--- src/design/cxsr_pkg.sv ---
// cxsr_pkg: shared constants, widths and control structs of the combined xor-shift generator
// no dependencies; used by every module of the block
package cxsr_pkg;

    // table geometry and batch length
    localparam int LONG_LEN   = 9689;
    localparam int LONG_TAP   = 471;
    localparam int SHORT_LEN  = 127;
    localparam int SHORT_TAP  = 30;
    localparam int BATCH_SIZE = 10000;

    localparam int LONG_AW  = $clog2(LONG_LEN);
    localparam int SHORT_AW = $clog2(SHORT_LEN);
    localparam int FILL_AW  = (LONG_AW > SHORT_AW) ? LONG_AW : SHORT_AW;
    localparam int BATCH_W  = $clog2(BATCH_SIZE + 1);

    // tap pointers after reset or refill (zero-based, head sits at zero)
    localparam int LONG_TAP_RST  = LONG_TAP % LONG_LEN;
    localparam int SHORT_TAP_RST = SHORT_TAP % SHORT_LEN;

    // seeding sequence constants
    localparam int unsigned MULT_INIT    = 387420489;
    localparam int unsigned SEED_MULT    = 1313131;
    localparam int unsigned MULT_STEP    = 32781;
    localparam int unsigned MOD_STEP     = 125;
    localparam int unsigned LONG_FACTOR  = 8193;
    localparam int unsigned SHORT_FACTOR = 4099;

    // truncating remainder by a constant divisor, via reciprocal and one correction
    localparam int          MOD_DIV   = 2796203;
    localparam longint      MOD_RECIP = 64'd4294967296 / MOD_DIV;
    localparam int          RECIP_W   = $clog2(MOD_RECIP + 1);
    localparam int          REM_W     = $clog2(MOD_DIV);
    localparam int          R_W       = REM_W + 1;

    // commands from the controller to the datapath
    typedef struct packed {
        logic seed_prep;     // capture seed magnitude plus one
        logic seed_load;     // start multiplicative sequence, form seed product
        logic rem_from_seed; // remainder unit takes the seed product
        logic m_step;        // advance multiplicative sequence
        logic r_load;        // take remainder unit result
        logic fill_start;    // restart fill index and table pointers
        logic fill_wr;       // write one seeding word
        logic adv_wr;        // write back both tables and advance pointers
        logic out_load;      // capture the generated word for output
    } cxsr_cmd_t;

    // status from the datapath to the controller
    typedef struct packed {
        logic fill_last;     // fill index on the final short-table entry
    } cxsr_status_t;

endpackage

--- src/design/cxsr_ctrl.sv ---
// cxsr_ctrl: sequencer for seeding fill, batch skip, table advance and output handshake
// depends on cxsr_pkg
module cxsr_ctrl (
    input  logic                   aclk,
    input  logic                   aresetn,
    input  logic                   s_tvalid,
    input  logic                   draw,
    output logic                   s_tready,
    output logic                   m_tvalid,
    input  logic                   m_tready,
    input  logic                   cfg_we,
    input  cxsr_pkg::cxsr_status_t status,
    output cxsr_pkg::cxsr_cmd_t    cmd
);

    typedef enum logic [3:0] {
        ST_IDLE,
        ST_SEED_MAG,
        ST_SEED_MUL,
        ST_SEED_FEED,
        ST_SEED_Q,
        ST_SEED_SUB,
        ST_SEED_UPD,
        ST_FILL_MUL,
        ST_FILL_Q,
        ST_FILL_SUB,
        ST_FILL_UPD,
        ST_FILL_WR,
        ST_ADV_RD,
        ST_ADV_WR
    } state_t;

    state_t                       state_reg, state_next;
    logic                         seeded_reg, seeded_next;
    logic                         skip_reg, skip_next;
    logic [cxsr_pkg::BATCH_W-1:0] batch_reg, batch_next;
    logic                         out_valid_reg, out_valid_next;
    logic                         out_free_w;

    localparam logic [cxsr_pkg::BATCH_W-1:0] BATCH_FULL = cxsr_pkg::BATCH_W'(cxsr_pkg::BATCH_SIZE);
    localparam logic [cxsr_pkg::BATCH_W-1:0] BATCH_LAST =
        cxsr_pkg::BATCH_W'(cxsr_pkg::BATCH_SIZE - 1);

    assign s_tready   = (state_reg == ST_IDLE);
    assign m_tvalid   = out_valid_reg;
    assign out_free_w = !out_valid_reg || m_tready;

    // next state and datapath commands
    always_comb begin
        state_next     = state_reg;
        seeded_next    = seeded_reg;
        skip_next      = skip_reg;
        batch_next     = batch_reg;
        out_valid_next = out_valid_reg;
        cmd            = '0;

        unique case (state_reg)
            ST_IDLE: begin
                if (s_tvalid && draw) begin
                    if (!seeded_reg) begin
                        state_next = ST_SEED_MAG;
                    end else begin
                        skip_next  = (batch_reg == BATCH_LAST);
                        batch_next = (batch_reg == BATCH_LAST || batch_reg >= BATCH_FULL)
                                   ? cxsr_pkg::BATCH_W'(1) : batch_reg + 1'b1;
                        state_next = ST_ADV_RD;
                    end
                end
            end
            ST_SEED_MAG: begin
                cmd.seed_prep  = 1'b1;
                cmd.fill_start = 1'b1;
                state_next     = ST_SEED_MUL;
            end
            ST_SEED_MUL: begin
                cmd.seed_load = 1'b1;
                state_next    = ST_SEED_FEED;
            end
            ST_SEED_FEED: begin
                cmd.rem_from_seed = 1'b1;
                state_next        = ST_SEED_Q;
            end
            ST_SEED_Q: begin
                state_next = ST_SEED_SUB;
            end
            ST_SEED_SUB: begin
                state_next = ST_SEED_UPD;
            end
            ST_SEED_UPD: begin
                cmd.r_load = 1'b1;
                state_next = ST_FILL_MUL;
            end
            ST_FILL_MUL: begin
                cmd.m_step = 1'b1;
                state_next = ST_FILL_Q;
            end
            ST_FILL_Q: begin
                state_next = ST_FILL_SUB;
            end
            ST_FILL_SUB: begin
                state_next = ST_FILL_UPD;
            end
            ST_FILL_UPD: begin
                cmd.r_load = 1'b1;
                state_next = ST_FILL_WR;
            end
            ST_FILL_WR: begin
                cmd.fill_wr = 1'b1;
                if (status.fill_last) begin
                    // fill done: batch restarts at one, no skip on this draw
                    seeded_next = 1'b1;
                    skip_next   = 1'b0;
                    batch_next  = cxsr_pkg::BATCH_W'(1);
                    state_next  = ST_ADV_RD;
                end else begin
                    state_next = ST_FILL_MUL;
                end
            end
            ST_ADV_RD: begin
                // registered table reads settle; unless the word is skipped, hold until the output slot frees
                if (skip_reg || out_free_w) begin
                    state_next = ST_ADV_WR;
                end
            end
            ST_ADV_WR: begin
                cmd.adv_wr   = 1'b1;
                cmd.out_load = !skip_reg;
                skip_next    = 1'b0;
                state_next   = skip_reg ? ST_ADV_RD : ST_IDLE;
            end
            default: begin
                state_next = ST_IDLE;
            end
        endcase

        // output slot
        if (out_valid_reg && m_tready) begin
            out_valid_next = 1'b0;
        end
        if (cmd.out_load) begin
            out_valid_next = 1'b1;
        end

        // a new seed schedules a refill
        if (cfg_we) begin
            seeded_next = 1'b0;
        end
    end

    // state and control registers
    always_ff @(posedge aclk) begin
        if (!aresetn) begin
            state_reg     <= ST_IDLE;
            seeded_reg    <= 1'b0;
            skip_reg      <= 1'b0;
            batch_reg     <= BATCH_FULL;
            out_valid_reg <= 1'b0;
        end else begin
            state_reg     <= state_next;
            seeded_reg    <= seeded_next;
            skip_reg      <= skip_next;
            batch_reg     <= batch_next;
            out_valid_reg <= out_valid_next;
        end
    end

endmodule

--- config.mk ---
export PLATFORM = sky130hd
export DESIGN_NAME = cxsr_ctrl
export DESIGN_NICKNAME = d
export VERILOG_FILES = /design/src/design/cxsr_pkg.sv /design/src/design/cxsr_ctrl.sv
export SDC_FILE = /design/constraint.sdc
export NUM_CORES = 1
export LEC_CHECK = 0
export CAP_MARGIN = 10
export CORE_ASPECT_RATIO = 0.6
export CORE_MARGIN = 5
export CORE_UTILIZATION = 25
export CTS_CLUSTER_SIZE = 20
export DETAILED_ROUTE_END_ITERATION = 16
export DONT_BUFFER_PORTS = 1
export SETUP_SLACK_MARGIN = 0.4
export SYNTH_ARGS = -nofsm -noshare
export SYNTH_HDL_FRONTEND = slang
export SYNTH_SLANG_ARGS = --single-unit
--- constraint.sdc ---
create_clock -name aclk -period 3.8 [get_ports aclk]
set_input_delay 0.76 -clock aclk [delete_from_list [all_inputs] [get_ports aclk]]
set_output_delay 0.76 -clock aclk [all_outputs]
set_load 0.01 [all_outputs]
After elaboration in Yosys (flattened, before gate mapping)
Index checks and enable logic that the tools add are counted.
{"block": "op_classes", "n_addsub": 1, "n_mul": 0, "n_div": 0, "order_cmp": 1, "n_eq_ne": 18, "shifts": 0, "mux": 24, "bitwise_logic": 1, "reduce_logical": 17}
{"op": "14-bit two-way mux", "n": 4}
{"op": "4-bit one-hot mux with 14 select lines", "n": 1}
{"op": "14-bit one-hot mux with 2 select lines", "n": 1}
{"op": "4-bit equality test, second input constant", "n": 6}
{"op": "4-bit two-way mux", "n": 5}
{"op": "4-bit by 3-bit equality test with 1-bit output, second input constant", "n": 4}
{"op": "14-bit by 1-bit adder with 14-bit output, second input constant", "n": 1}
{"op": "14-bit equality test, second input constant", "n": 1}
{"op": "14-bit >= comparator, second input constant", "n": 1}
{"op": "1-bit two-way mux", "n": 11}
{"op": "4-bit by 2-bit equality test with 1-bit output, second input constant", "n": 2}
{"op": "4-bit AND reduction", "n": 2}
{"op": "4-bit by 1-bit equality test with 1-bit output, second input constant", "n": 1}
{"op": "4-bit zero test", "n": 1}
{"op": "2-bit by 1-bit inequality test with 1-bit output, second input constant", "n": 2}
{"op": "2-bit inequality test, second input constant", "n": 2}
{"op": "2-bit AND reduction", "n": 2}
{"op": "2-bit nonzero test", "n": 2}
{"op": "2-bit OR reduction", "n": 2}
{"op": "1-bit logical OR", "n": 3}
{"op": "1-bit one-hot mux with 3 select lines", "n": 1}
{"op": "3-bit nonzero test", "n": 1}
{"op": "1-bit logical AND", "n": 2}
{"op": "1-bit zero test", "n": 2}
{"op": "other kinds (2)", "n": 2}
{"block": "totals", "register_bits": 21, "latch_bits": 0, "ram_bits": 0, "mem_bits_ro": 0, "elab_cells": 67, "memories": 0}

Depth between registers and ports, before layout
{"block": "logic_depth", "depth_word": 6, "depth_mapped": 7}

Worst setup path after synthesis
Ideal clock, no wire load.
{"block": "synth_path", "kind": "flip-flop to output port", "from": "register state_reg[0]", "to": "output port cmd[8] (netlist name)", "t_arrival_ns": 1.322, "required_time_ns": 3.040, "slack_ns": 1.718, "stages_incl_launch_ff": 6, "path_cell_list": "dfxtp_1 -> clkbuf_2 -> buf_1 -> nand2_1 -> nor3_1 -> buf_4"}
{"item": "start: declaration", "line": "cxsr_ctrl.sv:33", "rtl": "state_t state_reg, state_next;"}
{"item": "start signal: assignment", "line": "cxsr_ctrl.sv:159", "rtl": "state_reg <= state_next;"}
{"item": "end: declaration", "line": "cxsr_ctrl.sv:13", "rtl": "output cxsr_pkg::cxsr_cmd_t cmd"}

==> impl_metrics.py <==
metrics = {
    "cts": {
        "postCtsResizedCells": 0,
        "clkLatencyLatePin_ns": 0.26,
        "postCtsHoldBufs": 0,
        "cts_buffer_depth": 2,
        "clock-sinks": 21,
        "cts_root_buf": "clkbuf_8",
        "post_cts_buffers": 0,
        "cts_max_level": 1,
        "cts_tree": "done",
        "clk_pin_slew_ns": 0.08,
        "cts_made_buffers": 3,
    },
    "cells_and_area": {
        "layout.nets": 188,
        "diodes": 0,
        "drive_above_1_share_pct": 3.93,
        "syn_to_final_growth_pct": 3.18,
        "largest_reg_flops": 14,
        "fin_cells": 258,
    },
    "setup_path": {
        "crit_fanout": 17,
        "cp.arrival_ns": 1.69,
        "cp-start-kind": "register",
        "timing.rr.start": "state_reg[1]",
        "critPathCaptureType": "output pin",
        "r2r_cells": 4,
        "r2r_setup_slack_ns": 1.42,
        "worst_ep_required_time_ns": 3.04,
        "worstReg2RegEnd": "batch_reg[10]",
        "setup.worst_path.start": "state_reg[0]",
        "worstSetupPathType": "register to output pin",
    },
    "logic_synthesis": {
        "syn_inst": 192,
        "synth.top_cells.by_count": "dfxtp_1, nand2_1, nand3_1",
        "synth_fp_nets": 201,
        "yosysTopAreaCellShare_pct": 28.8,
        "yosysWarnings": 0,
        "syn_area_per_cell_um2": 7.59,
        "synth_edf_count": 0,
        "async_flop_share_pct": 0,
        "synth-seq-cells": 21,
        "synth.largest_area_cell": "dfxtp_1",
        "netlist_area_um2": 1460,
        "ys_seq_area_share_pct": 28.8,
        "synth_ff_type": "dfxtp_1",
        "synthTopCellsByArea": "dfxtp_1, nand3_1, nand2_1, nand4_1, a31oi_1",
        "yosysUniqueCellTypes": 45,
    },
    "min_path": {
        "min_path_type": "register to register",
        "min_to": "batch_reg[1]",
        "hp-start": "batch_reg[1]",
        "hold_depth": 2,
    },
    "timing": {
        "grt_setup_unrepaired": "no",
        "setup_ws_ns": 1.35,
        "skew_ns": 0.00465,
        "period_minus_slack_ns": 2.45,
        "final_hold_viol_count": 0,
        "relSlewSlack_pct": 24.3,
        "period_share_pct": 64.4,
        "fmax_ghz": 0.409,
        "finalMaxSlewViolations": 0,
        "tns_ns": 0,
        "setup_viol": 0,
        "worst_pin_slew_ns": 1.14,
    },
    "run_status": {
        "outcome": "finished clean",
    },
    "grt": {
        "first_global_vias": 1126,
        "grt_max_degree": 25,
        "grtUsageTotal_pct": 10.0,
        "grt-ovfl-total": 0,
        "antenna_found_initial": 0,
        "grt_pass1_wl_mm": 6.10,
    },
    "power_and_ir_drop": {
        "power.density_nw_per_um2": 283,
        "peakVddDrop_uv": 138,
        "leakagePower_nw": 0.471,
    },
    "floorplanning": {
        "io_pins": 18,
        "rows": 21,
        "die_w_um": 109,
        "die_h_um": 69.1,
        "start_util_pct": 25.9,
        "core_region_area_um2": 5620,
        "die_area_um2": 7510,
    },
    "placed_design": {
        "hpwl_mm": 2.77,
        "post-place-ws_ns": 1.46,
        "place_inst": 254,
        "port_buffers": 0,
        "gp_congestion": 0.898,
    },
    "drt": {
        "routed_via_density": 5.41,
        "wl_per_cell_um": 14.7,
        "vias": 1395,
        "dr.pass1.iters": 4,
        "drtIter0Drc": 185,
        "drc": 0,
        "drtAntennaViolNets": 0,
        "wirelength_mm": 3.79,
    },
    "flow_run": {
        "drv_cap": 0,
    },
}
[placed cells by master (no fill, tap or decap), types with 2 or more instances in the layout]
cell type   n
ha_1        2
and4_1      3
a21o_1      3
nand2b_1    5
nand2_1    21
a21oi_1    10
and4b_1     2
mux2i_1     2
dfxtp_1    21
nor3_1      8
nor2b_1     4
o211ai_1    2
inv_1       7
a31oi_1     9
o311ai_1    2
and3_1      4
nand4_1    11
and2_1      2
o2111ai_1   3
nor2_1     11
o21ai_0     3
nand4b_1    4
clkbuf_8    3
nand3_1    19
[kinds of logic (layout without fill, tap and decap cells)]
logic type | Yosys count | after routing | synth area share, %
adders and majority gates | 2 | 2 | 1.72
AOI/OAI and AO/OA | 40 | 40 | 19.8
and+or+nand+nor | 102 | 102 | 39.7
muxes | 2 | 2 | 1.37
DFF | 21 | 21 | 28.8
buffers and inverters | 25 | 11 | 8.58
[worst max path at each step]
stage and to:
2_1_floorplan cmd[8], 3_3_place_gp batch_reg[10], 3_5_place_dp batch_reg[11], 4_1_cts cmd[0]
5_1_grt batch_reg[6], 6_report cmd[0]
[critical path, cell delays in order, from the launching register on]
cell     delay (ns)
dfxtp_1        0.68
nand3_1        0.24
nor3_1         0.50
[final cells by class]
type	instances	area [µm²]
fill	624	4120
inverter	7	26.3
tap	80	100
multi-input combinational	146	912
clock buffer	4	45.0
sequential	21	420
[where the power goes]
group / internal, W / switching [W]
clock: 0.0000747 / 0.0000750
sequential: 0.000223 / 0.0000156
combinational: 0.0000142 / 0.0000231
total: 0.000312 / 0.000114
[per-layer routing]
layer	up-vias	wire length (µm)	global-route usage [%]
li1	684	-	-
met1	667	2050	17.1
met2	42	1450	11.8
met3	2	260	2.71
met4	0	29	1.68
met5	-	0	0
[stage by stage]
stage               util, %  power (W)  instance area (µm²)  hold slack [ns]
finish                 26.7   0.000426                 1500            0.528
global route           26.7   0.000443                 1500            0.558
CTS                    26.7   0.000430                 1500            0.529
detailed placement     25.9   0.000281                 1460            0.517
global placement       25.9   0.000280                 1460            0.516
floorplan                 -   0.000278                 1460            0.456
Power figures use the tool's default switching activity.
